--- config.mk ---
export PLATFORM = sky130hd
export DESIGN_NAME = occupancy_grid_update_flat
export DESIGN_NICKNAME = d
export VERILOG_FILES = /design/src/hdl/ogu_pkg.sv /design/src/hdl/ogu_req_if.sv /design/src/hdl/ogu_rsp_if.sv /design/src/hdl/ogu_scan.sv /design/src/hdl/ogu_grid_mem.sv /design/src/hdl/occupancy_grid_update.sv /design/src/flat_wrapper.sv
export SDC_FILE = /design/constraint.sdc
export NUM_CORES = 1
export LEC_CHECK = 0
export ABC_AREA = 1
export BUFFER_PORTS_ARGS = -buffer_cell sky130_fd_sc_hd__buf_2
export CAP_MARGIN = 20
export CORE_UTILIZATION = 55
export DETAILED_ROUTE_END_ITERATION = 10
export PLACE_DENSITY = 0.72
export SETUP_SLACK_MARGIN = 0.02
export SYNTH_ARGS = -nofsm -noshare
export SYNTH_HDL_FRONTEND = slang
export SYNTH_HIERARCHICAL = 1
export SYNTH_SLANG_ARGS = --single-unit
--- constraint.sdc ---
create_clock -name clock -period 10.5 [get_ports clock]
set_clock_uncertainty 0.1 [all_clocks]
set_input_delay 2.1 -clock clock [delete_from_list [all_inputs] [get_ports clock]]
set_output_delay 2.1 -clock clock [all_outputs]
set_load 0.01 [all_outputs]
--- src/hdl/ogu_pkg.sv ---
package ogu_pkg;

   localparam int ACC_W = 34;
   localparam int STEP_W = 24;
   localparam int LON_W = 32;
   localparam int LAT_W = 31;
   localparam int RANGE_W = 16;
   localparam int SEL_W = 4;
   localparam int CSR_DATA_W = 32;
   localparam int CSR_INDEX_W = 3;

   typedef enum logic [1:0] {
      OP_UPDATE = 2'd0,
      OP_READ   = 2'd1,
      OP_CLEAR  = 2'd2,
      OP_NOP    = 2'd3
   } op_type;

   typedef enum logic [CSR_INDEX_W-1:0] {
      CSR_ORIGIN_LON = 3'd0,
      CSR_ORIGIN_LAT = 3'd1,
      CSR_STEP_LON   = 3'd2,
      CSR_STEP_LAT   = 3'd3,
      CSR_THRESHOLD  = 3'd4
   } csr_index_type;

   typedef struct packed {
      logic checked;
      logic safe;
   } cell_flags_type;

   localparam cell_flags_type CELL_CLEARED = '{checked: 1'b0, safe: 1'b1};

   localparam logic signed [LON_W-1:0] ORIGIN_LON_RESET = 32'sd43767480;
   localparam logic signed [LAT_W-1:0] ORIGIN_LAT_RESET = 31'sd519906010;
   localparam logic [STEP_W-1:0] STEP_LON_RESET = 24'd69;
   localparam logic [STEP_W-1:0] STEP_LAT_RESET = 24'd40;
   localparam logic signed [RANGE_W-1:0] THRESHOLD_RESET = 16'sd1000;

endpackage

--- src/hdl/ogu_req_if.sv ---
interface ogu_req_if;
   logic valid;
   logic ready;
   logic [1:0] operation;
   logic signed [31:0] pos_lon;
   logic signed [30:0] pos_lat;
   logic signed [15:0] range_mm;
   logic [3:0] read_col;
   logic [3:0] read_row;

   modport source (
      output valid, operation, pos_lon, pos_lat, range_mm, read_col, read_row,
      input ready
   );
   modport sink (
      input valid, operation, pos_lon, pos_lat, range_mm, read_col, read_row,
      output ready
   );
endinterface

--- src/hdl/ogu_rsp_if.sv ---
interface ogu_rsp_if;
   logic valid;
   logic ready;
   logic [3:0] cell_col;
   logic [3:0] cell_row;
   logic cell_checked;
   logic cell_safe;

   modport source (
      output valid, cell_col, cell_row, cell_checked, cell_safe,
      input ready
   );
   modport sink (
      input valid, cell_col, cell_row, cell_checked, cell_safe,
      output ready
   );
endinterface

--- src/hdl/ogu_scan.sv ---
module ogu_scan #(
   parameter int IDX_W = 4
) (
   input  logic clock,
   input  logic reset,
   input  logic start,
   input  logic signed [ogu_pkg::ACC_W-1:0] coord,
   input  logic signed [ogu_pkg::ACC_W-1:0] origin,
   input  logic [ogu_pkg::STEP_W-1:0] step,
   input  logic [IDX_W-1:0] limit,
   output logic busy,
   output logic done,
   output logic [IDX_W-1:0] idx
);

   logic busy_ff, busy_in;
   logic done_ff, done_in;
   logic signed [ogu_pkg::ACC_W-1:0] acc_ff, acc_in;
   logic signed [ogu_pkg::ACC_W-1:0] coord_ff, coord_in;
   logic signed [ogu_pkg::ACC_W-1:0] step_ff, step_in;
   logic [IDX_W-1:0] limit_ff, limit_in;
   logic [IDX_W-1:0] count_ff, count_in;
   logic [IDX_W-1:0] idx_ff, idx_in;

   // Each cycle compares one cell boundary with the coordinate and steps to the next.
   always_comb begin
      busy_in = busy_ff;
      done_in = 1'b0;
      acc_in = acc_ff;
      coord_in = coord_ff;
      step_in = step_ff;
      limit_in = limit_ff;
      count_in = count_ff;
      idx_in = idx_ff;
      if (start) begin
         busy_in = 1'b1;
         acc_in = origin;
         coord_in = coord;
         step_in = ogu_pkg::ACC_W'(step);
         limit_in = limit;
         count_in = '0;
         idx_in = '0;
      end else if (busy_ff) begin
         if (acc_ff > coord_ff) begin
            busy_in = 1'b0;
            done_in = 1'b1;
         end else begin
            idx_in = count_ff;
            if (count_ff == limit_ff) begin
               busy_in = 1'b0;
               done_in = 1'b1;
            end else begin
               acc_in = acc_ff + step_ff;
               count_in = count_ff + 1'b1;
            end
         end
      end
   end

   always_ff @(posedge clock) begin
      if (reset) begin
         busy_ff <= 1'b0;
         done_ff <= 1'b0;
      end else begin
         busy_ff <= busy_in;
         done_ff <= done_in;
      end
      acc_ff <= acc_in;
      coord_ff <= coord_in;
      step_ff <= step_in;
      limit_ff <= limit_in;
      count_ff <= count_in;
      idx_ff <= idx_in;
   end

   assign busy = busy_ff;
   assign done = done_ff;
   assign idx = idx_ff;

endmodule

--- src/hdl/ogu_grid_mem.sv ---
module ogu_grid_mem #(
   parameter int DEPTH = 196,
   parameter int ADDR_W = 8
) (
   input  logic clock,
   input  logic wr_en,
   input  logic [ADDR_W-1:0] wr_addr,
   input  ogu_pkg::cell_flags_type wr_data,
   input  logic rd_en,
   input  logic [ADDR_W-1:0] rd_addr,
   output ogu_pkg::cell_flags_type rd_data
);

   ogu_pkg::cell_flags_type mem [DEPTH];
   ogu_pkg::cell_flags_type rd_data_ff;

   always_ff @(posedge clock) begin
      if (wr_en) begin
         mem[wr_addr] <= wr_data;
      end
      if (rd_en) begin
         rd_data_ff <= mem[rd_addr];
      end
   end

   assign rd_data = rd_data_ff;

endmodule

--- src/hdl/occupancy_grid_update.sv ---
// Occupancy grid of GRID_COLS by GRID_ROWS cells, each holding a checked and a safe flag.
// An update word places its position into a cell by scanning the cell boundaries of one
// axis after the other on a single shared add-and-compare unit, one boundary per cycle,
// then reads, modifies and writes that cell in the grid memory. An update finishes sooner when
// the position lies near the grid origin; a read passes through a read step to the finish step;
// a clear sweeps the memory one cell per cycle; any other operation goes straight to the finish
// step. After reset the same sweep runs over every cell before the first word is accepted;
// register writes are taken at any time. One word is in work at a time, and the next one is
// accepted while the previous result still waits in the output register.
module occupancy_grid_update #(
   parameter int GRID_COLS = 14,
   parameter int GRID_ROWS = 14
) (
   input  logic clock,
   input  logic reset,
   input  logic csr_we,
   input  logic [ogu_pkg::CSR_INDEX_W-1:0] csr_index,
   input  logic [ogu_pkg::CSR_DATA_W-1:0] csr_wdata,
   ogu_req_if.sink req_chan,
   ogu_rsp_if.source rsp_chan
);

   localparam int GRID_MAX = (GRID_COLS > GRID_ROWS) ? GRID_COLS : GRID_ROWS;
   localparam int IDX_W = $clog2(GRID_MAX);
   localparam int CELLS = GRID_COLS * GRID_ROWS;
   localparam int ADDR_W = $clog2(CELLS);

   typedef enum logic [5:0] {
      ST_CLEAR  = 6'b000001,
      ST_IDLE   = 6'b000010,
      ST_LON    = 6'b000100,
      ST_LAT    = 6'b001000,
      ST_READ   = 6'b010000,
      ST_FINISH = 6'b100000
   } state_type;

   state_type state_ff, state_in;
   ogu_pkg::op_type op_ff, op_in;
   logic [ADDR_W-1:0] clr_addr_ff, clr_addr_in;
   logic signed [ogu_pkg::LAT_W-1:0] pos_lat_ff, pos_lat_in;
   logic signed [ogu_pkg::RANGE_W-1:0] range_ff, range_in;
   logic [IDX_W-1:0] col_ff, col_in;
   logic [IDX_W-1:0] row_ff, row_in;

   logic signed [ogu_pkg::LON_W-1:0] origin_lon_ff;
   logic signed [ogu_pkg::LAT_W-1:0] origin_lat_ff;
   logic [ogu_pkg::STEP_W-1:0] step_lon_ff;
   logic [ogu_pkg::STEP_W-1:0] step_lat_ff;
   logic signed [ogu_pkg::RANGE_W-1:0] threshold_ff;

   logic rsp_valid_ff, rsp_valid_in;
   logic [3:0] rsp_col_ff, rsp_col_in;
   logic [3:0] rsp_row_ff, rsp_row_in;
   logic rsp_chk_ff, rsp_chk_in;
   logic rsp_safe_ff, rsp_safe_in;

   logic accept;
   logic out_free;
   logic finish;
   logic scan_start;
   logic scan_busy;
   logic scan_done;
   logic [IDX_W-1:0] scan_idx;
   logic signed [ogu_pkg::ACC_W-1:0] scan_coord;
   logic signed [ogu_pkg::ACC_W-1:0] scan_origin;
   logic [ogu_pkg::STEP_W-1:0] scan_step;
   logic [IDX_W-1:0] scan_limit;

   logic mem_wr_en;
   logic [ADDR_W-1:0] mem_wr_addr;
   ogu_pkg::cell_flags_type mem_wr_data;
   logic mem_rd_en;
   logic [ADDR_W-1:0] cell_addr;
   ogu_pkg::cell_flags_type mem_rd_data;
   ogu_pkg::cell_flags_type upd_flags;

   always_ff @(posedge clock) begin
      if (reset) begin
         origin_lon_ff <= ogu_pkg::ORIGIN_LON_RESET;
         origin_lat_ff <= ogu_pkg::ORIGIN_LAT_RESET;
         step_lon_ff <= ogu_pkg::STEP_LON_RESET;
         step_lat_ff <= ogu_pkg::STEP_LAT_RESET;
         threshold_ff <= ogu_pkg::THRESHOLD_RESET;
      end else if (csr_we) begin
         unique case (csr_index)
            ogu_pkg::CSR_ORIGIN_LON: origin_lon_ff <= csr_wdata[ogu_pkg::LON_W-1:0];
            ogu_pkg::CSR_ORIGIN_LAT: origin_lat_ff <= csr_wdata[ogu_pkg::LAT_W-1:0];
            ogu_pkg::CSR_STEP_LON: step_lon_ff <= csr_wdata[ogu_pkg::STEP_W-1:0];
            ogu_pkg::CSR_STEP_LAT: step_lat_ff <= csr_wdata[ogu_pkg::STEP_W-1:0];
            ogu_pkg::CSR_THRESHOLD: threshold_ff <= csr_wdata[ogu_pkg::RANGE_W-1:0];
            default: begin
            end
         endcase
      end
   end

   assign req_chan.ready = (state_ff == ST_IDLE);
   assign accept = req_chan.valid && req_chan.ready;
   assign out_free = !rsp_valid_ff || rsp_chan.ready;
   assign finish = (state_ff == ST_FINISH) && out_free;

   assign scan_start = (accept && (ogu_pkg::op_type'(req_chan.operation) == ogu_pkg::OP_UPDATE))
                       || ((state_ff == ST_LON) && scan_done);
   assign scan_coord = (state_ff == ST_IDLE) ? ogu_pkg::ACC_W'(req_chan.pos_lon)
                                             : ogu_pkg::ACC_W'(pos_lat_ff);
   assign scan_origin = (state_ff == ST_IDLE) ? ogu_pkg::ACC_W'(origin_lon_ff)
                                              : ogu_pkg::ACC_W'(origin_lat_ff);
   assign scan_step = (state_ff == ST_IDLE) ? step_lon_ff : step_lat_ff;
   assign scan_limit = (state_ff == ST_IDLE) ? IDX_W'(GRID_COLS - 1) : IDX_W'(GRID_ROWS - 1);

   ogu_scan #(
      .IDX_W(IDX_W)
   ) u_scan (
      .clock(clock),
      .reset(reset),
      .start(scan_start),
      .coord(scan_coord),
      .origin(scan_origin),
      .step(scan_step),
      .limit(scan_limit),
      .busy(scan_busy),
      .done(scan_done),
      .idx(scan_idx)
   );

   assign cell_addr = ADDR_W'(32'(col_ff) * GRID_ROWS + 32'(row_ff));
   assign upd_flags = '{checked: 1'b1, safe: mem_rd_data.safe && !(range_ff > threshold_ff)};

   always_comb begin
      mem_wr_en = 1'b0;
      mem_wr_addr = cell_addr;
      mem_wr_data = upd_flags;
      mem_rd_en = (state_ff == ST_READ);
      if (state_ff == ST_CLEAR) begin
         mem_wr_en = 1'b1;
         mem_wr_addr = clr_addr_ff;
         mem_wr_data = ogu_pkg::CELL_CLEARED;
      end else if (finish && (op_ff == ogu_pkg::OP_UPDATE)) begin
         mem_wr_en = 1'b1;
      end
   end

   ogu_grid_mem #(
      .DEPTH(CELLS),
      .ADDR_W(ADDR_W)
   ) u_grid_mem (
      .clock(clock),
      .wr_en(mem_wr_en),
      .wr_addr(mem_wr_addr),
      .wr_data(mem_wr_data),
      .rd_en(mem_rd_en),
      .rd_addr(cell_addr),
      .rd_data(mem_rd_data)
   );

   always_comb begin
      state_in = state_ff;
      op_in = op_ff;
      clr_addr_in = clr_addr_ff;
      pos_lat_in = pos_lat_ff;
      range_in = range_ff;
      col_in = col_ff;
      row_in = row_ff;
      rsp_valid_in = rsp_valid_ff && !rsp_chan.ready;
      rsp_col_in = rsp_col_ff;
      rsp_row_in = rsp_row_ff;
      rsp_chk_in = rsp_chk_ff;
      rsp_safe_in = rsp_safe_ff;
      unique case (state_ff)
         ST_CLEAR: begin
            clr_addr_in = clr_addr_ff + 1'b1;
            if (clr_addr_ff == ADDR_W'(CELLS - 1)) begin
               state_in = (op_ff == ogu_pkg::OP_CLEAR) ? ST_FINISH : ST_IDLE;
            end
         end
         ST_IDLE: begin
            if (accept) begin
               op_in = ogu_pkg::op_type'(req_chan.operation);
               pos_lat_in = req_chan.pos_lat;
               range_in = req_chan.range_mm;
               col_in = (32'(req_chan.read_col) >= GRID_COLS) ? IDX_W'(GRID_COLS - 1)
                                                               : IDX_W'(req_chan.read_col);
               row_in = (32'(req_chan.read_row) >= GRID_ROWS) ? IDX_W'(GRID_ROWS - 1)
                                                               : IDX_W'(req_chan.read_row);
               clr_addr_in = '0;
               unique case (ogu_pkg::op_type'(req_chan.operation))
                  ogu_pkg::OP_UPDATE: state_in = ST_LON;
                  ogu_pkg::OP_READ: state_in = ST_READ;
                  ogu_pkg::OP_CLEAR: state_in = ST_CLEAR;
                  ogu_pkg::OP_NOP: state_in = ST_FINISH;
               endcase
            end
         end
         ST_LON: begin
            if (scan_done) begin
               col_in = scan_idx;
               state_in = ST_LAT;
            end
         end
         ST_LAT: begin
            if (scan_done) begin
               row_in = scan_idx;
               state_in = ST_READ;
            end
         end
         ST_READ: begin
            state_in = ST_FINISH;
         end
         ST_FINISH: begin
            if (out_free) begin
               state_in = ST_IDLE;
               rsp_valid_in = 1'b1;
               unique case (op_ff)
                  ogu_pkg::OP_UPDATE: begin
                     rsp_col_in = 4'(col_ff);
                     rsp_row_in = 4'(row_ff);
                     rsp_chk_in = upd_flags.checked;
                     rsp_safe_in = upd_flags.safe;
                  end
                  ogu_pkg::OP_READ: begin
                     rsp_col_in = 4'(col_ff);
                     rsp_row_in = 4'(row_ff);
                     rsp_chk_in = mem_rd_data.checked;
                     rsp_safe_in = mem_rd_data.safe;
                  end
                  ogu_pkg::OP_CLEAR: begin
                     rsp_col_in = '0;
                     rsp_row_in = '0;
                     rsp_chk_in = ogu_pkg::CELL_CLEARED.checked;
                     rsp_safe_in = ogu_pkg::CELL_CLEARED.safe;
                  end
                  ogu_pkg::OP_NOP: begin
                     rsp_col_in = '0;
                     rsp_row_in = '0;
                     rsp_chk_in = 1'b0;
                     rsp_safe_in = 1'b0;
                  end
               endcase
            end
         end
         default: begin
            state_in = ST_CLEAR;
         end
      endcase
   end

   always_ff @(posedge clock) begin
      if (reset) begin
         state_ff <= ST_CLEAR;
         op_ff <= ogu_pkg::OP_NOP;
         clr_addr_ff <= '0;
         rsp_valid_ff <= 1'b0;
      end else begin
         state_ff <= state_in;
         op_ff <= op_in;
         clr_addr_ff <= clr_addr_in;
         rsp_valid_ff <= rsp_valid_in;
      end
      pos_lat_ff <= pos_lat_in;
      range_ff <= range_in;
      col_ff <= col_in;
      row_ff <= row_in;
      rsp_col_ff <= rsp_col_in;
      rsp_row_ff <= rsp_row_in;
      rsp_chk_ff <= rsp_chk_in;
      rsp_safe_ff <= rsp_safe_in;
   end

   assign rsp_chan.valid = rsp_valid_ff;
   assign rsp_chan.cell_col = rsp_col_ff;
   assign rsp_chan.cell_row = rsp_row_ff;
   assign rsp_chan.cell_checked = rsp_chk_ff;
   assign rsp_chan.cell_safe = rsp_safe_ff;

`ifndef SYNTHESIS
   a_rsp_from_finish: assert property (@(posedge clock) disable iff (reset)
      $rose(rsp_valid_ff) |-> $past(state_ff == ST_FINISH))
      else $error("result word raised outside the finish step");

   a_update_checked: assert property (@(posedge clock) disable iff (reset)
      (finish && (op_ff == ogu_pkg::OP_UPDATE)) |=> (rsp_valid_ff && rsp_chk_ff))
      else $error("updated cell not reported as checked");

   a_cell_in_grid: assert property (@(posedge clock) disable iff (reset)
      (state_ff == ST_FINISH) |-> ((32'(col_ff) < GRID_COLS) && (32'(row_ff) < GRID_ROWS)))
      else $error("cell index outside the grid");

   a_scan_in_axis_state: assert property (@(posedge clock) disable iff (reset)
      (scan_busy || scan_done) |-> ((state_ff == ST_LON) || (state_ff == ST_LAT)))
      else $error("boundary scan active outside an axis step");
`endif

endmodule

--- src/flat_wrapper.sv ---
// flat-port wrapper written by rule: the top's interface ports become plain ports
module occupancy_grid_update_flat 
#(
   parameter int GRID_COLS = 14,
   parameter int GRID_ROWS = 14
)
  (clock, reset, csr_we, csr_index, csr_wdata, req_chan_valid, req_chan_operation, req_chan_pos_lon, req_chan_pos_lat, req_chan_range_mm, req_chan_read_col, req_chan_read_row, req_chan_ready, rsp_chan_valid, rsp_chan_cell_col, rsp_chan_cell_row, rsp_chan_cell_checked, rsp_chan_cell_safe, rsp_chan_ready);
  ogu_req_if req_chan_i ();
  ogu_rsp_if rsp_chan_i ();
  input  logic clock;
  input  logic reset;
  input  logic csr_we;
  input  logic [ogu_pkg::CSR_INDEX_W-1:0] csr_index;
  input  logic [ogu_pkg::CSR_DATA_W-1:0] csr_wdata;
  input wire logic [$bits(req_chan_i.valid)-1:0] req_chan_valid;
  input wire logic [$bits(req_chan_i.operation)-1:0] req_chan_operation;
  input wire logic [$bits(req_chan_i.pos_lon)-1:0] req_chan_pos_lon;
  input wire logic [$bits(req_chan_i.pos_lat)-1:0] req_chan_pos_lat;
  input wire logic [$bits(req_chan_i.range_mm)-1:0] req_chan_range_mm;
  input wire logic [$bits(req_chan_i.read_col)-1:0] req_chan_read_col;
  input wire logic [$bits(req_chan_i.read_row)-1:0] req_chan_read_row;
  output wire logic [$bits(req_chan_i.ready)-1:0] req_chan_ready;
  output wire logic [$bits(rsp_chan_i.valid)-1:0] rsp_chan_valid;
  output wire logic [$bits(rsp_chan_i.cell_col)-1:0] rsp_chan_cell_col;
  output wire logic [$bits(rsp_chan_i.cell_row)-1:0] rsp_chan_cell_row;
  output wire logic [$bits(rsp_chan_i.cell_checked)-1:0] rsp_chan_cell_checked;
  output wire logic [$bits(rsp_chan_i.cell_safe)-1:0] rsp_chan_cell_safe;
  input wire logic [$bits(rsp_chan_i.ready)-1:0] rsp_chan_ready;
  assign req_chan_i.valid = req_chan_valid;
  assign req_chan_i.operation = req_chan_operation;
  assign req_chan_i.pos_lon = req_chan_pos_lon;
  assign req_chan_i.pos_lat = req_chan_pos_lat;
  assign req_chan_i.range_mm = req_chan_range_mm;
  assign req_chan_i.read_col = req_chan_read_col;
  assign req_chan_i.read_row = req_chan_read_row;
  assign req_chan_ready = req_chan_i.ready;
  assign rsp_chan_valid = rsp_chan_i.valid;
  assign rsp_chan_cell_col = rsp_chan_i.cell_col;
  assign rsp_chan_cell_row = rsp_chan_i.cell_row;
  assign rsp_chan_cell_checked = rsp_chan_i.cell_checked;
  assign rsp_chan_cell_safe = rsp_chan_i.cell_safe;
  assign rsp_chan_i.ready = rsp_chan_ready;
  occupancy_grid_update #(.GRID_COLS(GRID_COLS), .GRID_ROWS(GRID_ROWS)) u_core (.clock(clock), .reset(reset), .csr_we(csr_we), .csr_index(csr_index), .csr_wdata(csr_wdata), .req_chan(req_chan_i), .rsp_chan(rsp_chan_i));
endmodule
## After elaboration in Yosys (flattened, before gate mapping)

Memory sizes are Yosys's and may differ from the RTL's. A register that Yosys moved wholly into a read port is not among the register bits.
Cells that the tools add are included.

| word-level totals | value |
|---|---|
| register bits after elaboration | 311 |
| bits in latches | 0 |
| bits in writable memories | 392 |
| ROM bits | 0 |
| memories | 1 |

| operators by class | value |
|---|---|
| add/sub/neg operators | 4 |
| $mul | 1 |
| divide/modulo/power cells | 0 |
| $lt $le $gt $ge | 4 |
| equal/unequal tests | 25 |
| shifts and indexed selects | 0 |
| muxes and demuxes | 42 |
| bitwise logic cells | 3 |
| reduce and logical (&&, ||, !) cells | 36 |

Memory list:

| memory | words | width | rd ports | clocked after Yosys merged registers in | wr ports | line | text |
|---|---|---|---|---|---|---|---|
| u_core.u_grid_mem.mem | 196 | 2 | 1 | 1 | 1 | ogu_grid_mem.sv:14 | `ogu_pkg::cell_flags_type mem [DEPTH];` |

Operators by type and width:

| kind | count |
|---|---|
| two-way mux 34 bit | 6 |
| two-way mux 6 bit | 6 |
| case mux 6 bit (6 select lines) | 1 |
| adder 34 x 25 -> 34 bit | 1 |
| greater-than comparator 34 bit | 1 |
| case mux 4 bit (2 select lines) | 4 |
| two-way mux 24 bit | 1 |
| case mux 6 bit (4 select lines) | 1 |
| two-way mux 4 bit | 5 |
| AND reduction 2 bit | 9 |
| greater-than comparator 16 bit | 1 |
| two-way mux 8 bit | 2 |
| case mux 8 bit (2 select lines) | 1 |
| two-way mux 1 bit | 12 |
| AND reduction 3 bit | 4 |
| adder 8 x 1 -> 8 bit, second input constant | 1 |
| adder 8 x 4 -> 8 bit | 1 |
| == test 2 bit, second input constant | 4 |
| == test 8 bit, second input constant | 1 |
| >= comparator 4 bit, second input constant | 2 |
| != test 2 bit, second input constant | 4 |
| nonzero test 2 bit | 4 |
| logical AND 1 bit | 7 |
| multiplier 4 x 3 -> 7 bit, second input constant | 1 |
| other kinds (24) | 35 |

## Longest topological paths before layout

Gate-level depths: netlist of run 1.

| logic depth | value |
|---|---|
| word-level depth | 8 |
| depth in mapped cells | 18 |
| mapped depth without buffers | 18 |

## Cells and area by module

Netlist of run 1, hierarchy kept.

By module, submodules not included:

| module | times used | cells an instance | area an instance (um2) | sequential area each (um2) |
|---|---|---|---|---|
| ogu_grid_mem | 1 | 1576 | 16947.5 | 11831.3 |
| occupancy_grid_update | 1 | 1210 | 9422.8 | 4834.6 |
| ogu_scan | 1 | 760 | 6550.0 | 3083.0 |

## Worst setup path before layout of run 1

OpenSTA, ideal clock, no wires.

| timing | value |
|---|---|
| kind | register to register |
| start | register u_core.state_ff[5] |
| end | memory u_core/u_grid_mem/mem[0][0] (netlist name) (data pin) |
| data arrival time | 7.475 ns |
| setup slack | 1.956 ns |
| stages on the path, launching flop included | 7 |
| clock period less this slack | 8.544 ns |
| cells stage by stage | dfxtp_1 inv_2 nand2_4 inv_2 nand4_1 clkbuf_1 nand2_1 |

RTL lines:

| element | line | text |
|---|---|---|
| start, declared | occupancy_grid_update.sv:37 | `state_type state_ff, state_in;` |
| start signal, assigned | occupancy_grid_update.sv:254 | `state_ff <= state_in;` |
| end, declared | ogu_grid_mem.sv:14 |  |

## Final worst setup path of run 1

| timing | value |
|---|---|
| start | register u_core.col_ff[0] |
| end | memory u_core/u_grid_mem/mem[45][1] (netlist name), enable pin |

| between the ends | value |
|---|---|
| word-level cells in the longest chain between the ends | 3 |

RTL lines:

| element | line | text |
|---|---|---|
| start, declared | occupancy_grid_update.sv:42 | `logic [IDX_W-1:0] col_ff, col_in;` |
| start signal, assigned | occupancy_grid_update.sv:261 | `col_ff <= col_in;` |
| multiplier 4 x 3 -> 7 bit | occupancy_grid_update.sv:126 | `assign cell_addr = ADDR_W'(32'(col_ff) * GRID_ROWS + 32'(row_ff));` |
| adder 8 x 4 -> 8 bit | occupancy_grid_update.sv:126 |  |
| via u_core.cell_addr[5] | occupancy_grid_update.sv:73 | `logic [ADDR_W-1:0] cell_addr;` |
| two-way mux 8 bit | occupancy_grid_update.sv:134 | `if (state_ff == ST_CLEAR) begin` |
| via u_core.mem_wr_addr[5] | occupancy_grid_update.sv:70 | `logic [ADDR_W-1:0] mem_wr_addr;` |

The timed path passes the listed nets, and every way through them passes these cells.

==> results of run 1 <==
[cell usage in the layout (no fill, tap or decap), types with 16 or more instances in the layout]
| cell | instances |
|---|---|
| a21oi_1 | 96 |
| nor3_1 | 16 |
| buf_2 | 140 |
| nand3_1 | 479 |
| o21ai_0 | 161 |
| clkbuf_1 | 19 |
| buf_4 | 23 |
| ha_1 | 84 |
| dfxtp_1 | 154 |
| edfxtp_1 | 555 |
| nor2_1 | 435 |
| clkbuf_16 | 80 |
| clkinv_1 | 16 |
| inv_1 | 249 |
| nand2_1 | 1005 |
[final cells by class]
type | instances | share of cell area
Sequential cell | 709 | 0.542
Inverter | 259 | 0.0269
Clock inverter | 33 | 0.00790
Timing Repair Buffer | 168 | 0.0273
Multi-Input combinational cell | 2411 | 0.312
Clock buffer | 101 | 0.0576
Tap cell | 773 | 0.0265
[report_power, final]
| part | switching, W | internal (W) |
|---|---|---|
| Clock | 0.00108 | 0.00151 |
| Combinational | 0.00127 | 0.000273 |
| Sequential | 0.0000346 | 0.00355 |
| Total | 0.00239 | 0.00533 |
[through the flow]
stage / cells / worst slack, ns
6_report: 4454 / 5.70
5_1_grt: 4454 / 5.37
4_1_cts: 4451 / 5.76
3_5_place_dp: 4317 / 5.55
3_3_place_gp: 4317 / 5.57
2_1_floorplan: 3548 / 1.96
[logic make-up (layout without fill, tap and decap cells)]
group / count (synthesis) / after routing / synth area share
other cells: 2 / 4 / 0.000228
compound gates: 304 / 304 / 0.0496
buf+inv: 428 / 561 / 0.0561
xor+xnor: 17 / 17 / 0.00452
flops: 709 / 709 / 0.600
fa+ha+maj: 91 / 91 / 0.0360
simple gates: 1995 / 1995 / 0.254
[critical path, cell delays in order (launching register included)]
cell and delay, ns:
edfxtp_1 0.50, fa_1 0.53, ha_1 0.30, ha_1 0.33, nand2_1 0.07, inv_1 0.05
o21ai_0 0.25, xor2_1 0.67, nand2_1 0.10, o21ai_0 0.21, inv_1 0.08, nor2_1 0.18
nand2_1 0.67, nor2_1 0.42
[flip-flops by register name, summed over array words and instances (netlist names), 6 cells and up]
register	count
u_core/origin_lat_ff	31
u_core/step_lat_ff	24
u_core/u_grid_mem/mem	392
u_core/u_scan/coord_ff	34
u_core/origin_lon_ff	32
u_core/state_ff	6
u_core/clr_addr_ff	8
u_core/u_scan/acc_ff	34
u_core/range_ff	16
u_core/threshold_ff	16
u_core/step_lon_ff	24
u_core/u_scan/step_ff	24
u_core/pos_lat_ff	31
[routing by layer]
| metal | track usage | share of wire |
|---|---|---|
| met4 | 0.109 | 0.037 |
| met3 | 0.0340 | 0.067 |
| met5 | 0 | 0 |
| met1 | 0.356 | 0.41 |
| met2 | 0.453 | 0.48 |
[how the worst max path moves through the flow]
stage | end | cells past startpoint | slack, ns | startpoint
after floorplan | u_core/u_grid_mem/mem[0][0]$_DFFE_PP_ | 6 | 1.96 | u_core/state_ff[5]$_SDFFE_PP0P_
after global routing | u_core/u_grid_mem/mem[46][1]$_DFFE_PP_ | 13 | 5.37 | u_core/col_ff[1]$_DFFE_PP_
after global placement | u_core/u_grid_mem/mem[135][0]$_DFFE_PP_ | 8 | 5.57 | rsp_chan_ready
final | u_core/u_grid_mem/mem[45][1]$_DFFE_PP_ | 13 | 5.70 | u_core/col_ff[0]$_DFFE_PP_
after CTS | u_core/u_grid_mem/mem[45][1]$_DFFE_PP_ | 13 | 5.76 | u_core/col_ff[0]$_DFFE_PP_
after detailed placement | u_core/u_grid_mem/mem[128][0]$_DFFE_PP_ | 8 | 5.55 | rsp_chan_ready
==> metrics.txt, run 1 <==
Die ar.=60800 sq um; VDD IR max=0.000287 V; top-area cell type share of the netlist area=0.506; CP Capture Type=flip-flop; most frequent cell after synthesis=nand2_1; crit path time final=4.80 ns; clock root buffer=clkbuf_16; crit path launch type=flip-flop; Hold/Removal Path Class=flip-flop to flip-flop; CP required=10.68 ns; Critical R2R Capture=u_core/u_grid_mem/mem[45][1]$_DFFE_PP_; total number of vias=24853; global-route wire length before repair=126000 um; # port buffers=140; DR WL/cell=18.5 um; Slew Viols, Final=0; Final GP Congestion=0.944; Setup Viol. Count Final=0; Syn Area/Cell=9.28 sq um; grt total ovfl=0; critical path class=flip-flop to flip-flop; leakage power=14.5 nW; Starting Density=0.557; Skew-Pair Late Insertion Delay=0.63 ns; H-Tree Depth=3; Die H=247 um; total power=0.00772 W; RSZ-0062 raised after global routing=no; status=complete, no violations; cts hold-fix bufs=0; Async SR Flop Fraction=0; vias in the first global route=22972; Ant. Diodes=0; worst slew pin tran=1.10 ns; largest net degree at the start of global routing=215; CTS Buf Count=75; Post-Synthesis Cells=3546; R2R setup slack=5.70 ns; Area growth syn-to-layout=10.7%; Filler cells=4982; RR Startpoint=u_core/col_ff[0]$_DFFE_PP_; Post-synth top cells=nand2_1, edfxtp_1, nand3_1; Layout Utilization=0.616; area of the mapped netlist=32900 sq um; Yosys cell types=56; Setup TNS=0 ns; DP Wirelength=53200 um; Fmax achieved=0.208 GHz; max-cap violations=0; # IOs=141; Clock Tree Buf Depth=3; Slew headroom=0.263; Arrival @ worst endpoint=4.98 ns; Final Hold Fails=0; vias per cell=5.58; placed cell area=34000 sq um; FF+latch area=19700 sq um; Register-to-Register Path Depth=13; total routed wirelength=82400 um; postcts setup bufs=0; Pre-Repair DR Iteration Count=6; CP Max Fanout=16; power per cell area=212 nW/um^2; Tot GR Track Use=0.270; antenna violation net count after detailed routing=0; fraction of layout cells with a size suffix above 1=0.0888; # nets final=3844; hold slack=0.345 ns; Hold Crit Depth=2; Hold Path End=u_core/step_lat_ff[17]$_SDFFE_PP0P_; Residual DRC=0; register area share after synthesis=0.600; final instance area=36500 sq um; clock-pin slew on the worst setup and hold paths=0.06 ns; Post-synth top flop=edfxtp_1; Synth Warn #=6; multi-input logic area=11400 sq um; 1st-iter DRT viols=2296; CTS tree=yes; post_cts resized=0; antenna violations before repair=0; flip-flop and latch count after synthesis=709; Post-synth EDFFs=555; HP Start=u_core/step_lat_ff[17]$_SDFFE_PP0P_; Core Rows=89; Final period util=0.457; Die X=247 um; largest area contributor in the synthesized netlist=edfxtp_1; CORE AREA=59100 sq um; Clock Sinks=709; Area contributors post-synth=edfxtp_1, nand2_1, dfxtp_1
Note: power is estimated with default switching activity, not from simulation.
==> run 2, diff against run 1 <==
--- a/config.mk
+++ b/config.mk
@@ -10,7 +10,7 @@
 export CAP_MARGIN = 20
 export CORE_UTILIZATION = 55
 export DETAILED_ROUTE_END_ITERATION = 10
-export PLACE_DENSITY = 0.72
+export PLACE_DENSITY = 0.75
 export SETUP_SLACK_MARGIN = 0.02
 export SYNTH_ARGS = -nofsm -noshare
 export SYNTH_HDL_FRONTEND = slang
==> constraint.sdc (replaced) <==
create_clock -name clock -period 4.2 [get_ports clock]
set_clock_uncertainty 0.1 [all_clocks]
set_input_delay 0.84 -clock clock [delete_from_list [all_inputs] [get_ports clock]]
set_output_delay 0.84 -clock clock [all_outputs]
set_load 0.01 [all_outputs]
==> run 2 against run 1 <==
Effect of this change:
- global-route usage down 0.72 points
- flip-flop and latch count unchanged
- hold slack worse by 0.063 ns
- highest routed layer is now met5
- largest cell class unchanged
==> metrics.txt, run 2 (synthesis results as in run 1) <==
DP Wirelength=50500 um (was 53200 um); CTS tree=yes (unchanged); fraction of layout cells with a size suffix above 1=0.0993 (was 0.0888); Slew Viols, Final=0 (unchanged); Filler cells=4870 (was 4982); grt total ovfl=0 (unchanged); power per cell area=528 nW/um^2 (was 212 nW/um^2); cts hold-fix bufs=0 (unchanged); # nets final=3878 (was 3844); critical path class=flip-flop to flip-flop (unchanged); clock root buffer=clkbuf_16 (unchanged); total routed wirelength=79600 um (was 82400 um); CTS Buf Count=74 (was 75); postcts setup bufs=0 (unchanged); CP required=4.41 ns (was 10.68 ns); Fmax achieved=0.254 GHz (was 0.208 GHz); vias per cell=5.59 (was 5.58); Die X=247 um (unchanged); H-Tree Depth=3 (unchanged); CP Max Fanout=16 (unchanged); most common cell after layout, fill and taps aside=nand2_1 (unchanged); Clock Sinks=709 (unchanged); Reg power frac=0.462 (was 0.465); Residual DRC=0 (unchanged); R2R setup slack=0.26 ns (was 5.70 ns); # port buffers=140 (unchanged); # IOs=141 (unchanged); Regs by FF count=u_core/u_grid_mem/mem: 392 flops, u_core/u_scan/acc_ff: 34 flops, u_core/u_scan/coord_ff: 34 flops (unchanged); Finished Layout Cells=4489 (was 4454); most frequent cells in the layout=nand2_1, edfxtp_1, nand3_1 (unchanged); largest net degree at the start of global routing=197 (was 215); Most flops, register=u_core/u_grid_mem/mem (unchanged); antenna violation net count after detailed routing=0 (unchanged); Final GP Congestion=0.976 (was 0.944); status=complete, no violations (unchanged); antenna violations before repair=2 (was 0); clock-pin slew on the worst setup and hold paths=0.06 ns (about the same); Ant. Diodes=0 (unchanged); VDD IR max=0.000565 V (was 0.000287 V); Arrival @ worst endpoint=4.15 ns (was 4.98 ns); CORE AREA=59100 sq um (unchanged); Final period util=0.938 (was 0.457); CP Capture Type=flip-flop (unchanged); Core Rows=89 (unchanged); crit path time final=3.94 ns (was 4.80 ns); sw frac=0.309 (about the same); Starting Density=0.557 (unchanged); vias in the first global route=23294 (was 22972); Area growth syn-to-layout=11.5% (was 10.7%); worst slew pin tran=0.888 ns (was 1.10 ns); clock share of power=0.328 (was 0.336); Net Switching=0.00599 W (was 0.00239 W); Tot GR Track Use=0.263 (was 0.270); internal cell power=0.0134 W (was 0.00533 W); dpl cells=4355 (was 4317); Setup Viol. Count Final=0 (unchanged); Die ar.=60800 sq um (unchanged); Skew-Pair Late Insertion Delay=0.63 ns (about the same); post_cts resized=0 (unchanged); Clock Tree Buf Depth=3 (unchanged); Slew headroom=0.407 (was 0.263); leakage power=14.6 nW (was 14.5 nW); Largest register FFs=392 (unchanged); max-cap violations=0 (unchanged); Final Hold Fails=0 (unchanged); crit path launch type=flip-flop (unchanged); Comb pwr share=0.210 (was 0.200); 1st-iter DRT viols=2683 (was 2296); Setup TNS=0 ns (unchanged); RSZ-0062 raised after global routing=no (unchanged); DR WL/cell=17.7 um (was 18.5 um); Pre-Repair DR Iteration Count=5 (was 6); total number of vias=25075 (was 24853); Die H=247 um (unchanged); Hold/Removal Path Class=input port to flip-flop (was flip-flop to flip-flop); global-route wire length before repair=124000 um (was 126000 um)
## run 2: changes by cell type in the layout (fill, tap and decap cells not counted), moves of 2 or more
cell        change
buf_4          +31
buf_12          +7
clkbuf_16       -6
clkbuf_8        +4
clkinv_1        -4
inv_6           -4
buf_16          -3
clkinvlp_4      +3
clkinv_8        +2
clkinvlp_2      +2
inv_16          +2
## run 2: critical path, cell delays in order (launching register included)
cell      delay (ns)
edfxtp_1        0.51
fa_1            0.50
ha_1            0.22
fa_1            0.41
xor2_1          0.30
nor2_1          0.08
nand2_1         0.08
xor2_1          0.23
nand2_1         0.07
o21ai_0         0.20
inv_1           0.11
nor2_2          0.23
nand3_1         0.13
buf_4           0.22
nor2_1          0.24
## run 2: power groups by stage
stage	combinational, W	clock (W)	sequential [W]
after floorplan	0.00232	0	0.00915
after global placement	0.00397	0	0.00908
after detailed placement	0.00400	0	0.00908
after CTS	0.00403	0.00646	0.00894
after global routing	0.00440	0.00673	0.00896
final	0.00407	0.00636	0.00894
## run 2: layout make-up
| cell class | instances | area [sq um] | area share |
|---|---|---|---|
| clock buffers | 98 | 2000 | 0.0545 |
| clock inverters | 36 | 357 | 0.00971 |
| inverters | 259 | 977 | 0.0266 |
| multi-input cells | 2411 | 11400 | 0.310 |
| flip-flops and latches | 709 | 19700 | 0.538 |
| well taps | 773 | 967 | 0.0263 |
| repair buffers | 203 | 1290 | 0.0350 |
## run 2: path summary, 6_finish.rpt
check,depth (start not counted),endpoint,startpoint
worst max-delay path,14,u_core/u_grid_mem/mem[142][0]$_DFFE_PP_,u_core/col_ff[1]$_DFFE_PP_
worst min-delay path,1,u_core/range_ff[12]$_DFFE_PP_,req_chan_range_mm[12]
worst max register to register,14,u_core/u_grid_mem/mem[142][0]$_DFFE_PP_,u_core/col_ff[1]$_DFFE_PP_
worst min register to register,2,u_core/step_lat_ff[9]$_SDFFE_PP0P_,u_core/step_lat_ff[9]$_SDFFE_PP0P_
## run 2: per-stage QoR
step	hold WS [ns]	worst slack, ns	power [W]	utilization	cell area [sq um]
6_report	0.282	0.262	0.0194	0.621	36700
5_1_grt	0.263	0.0342	0.0201	0.621	36700
4_1_cts	0.258	0.144	0.0194	0.621	36700
3_5_place_dp	0.338	0.156	0.0131	0.581	34400
3_3_place_gp	0.333	0.282	0.0130	0.581	34400
2_1_floorplan	0.325	0.197	0.0115	-	32900
## run 2: layer usage
metal / vias to the layer above / share of wire / global-route usage
li1: 12077 / - / -
met1: 11730 / 0.40 / 0.348
met2: 1096 / 0.48 / 0.438
met3: 168 / 0.084 / 0.0412
met4: 4 / 0.030 / 0.0944
met5: - / 0.00036 / 0
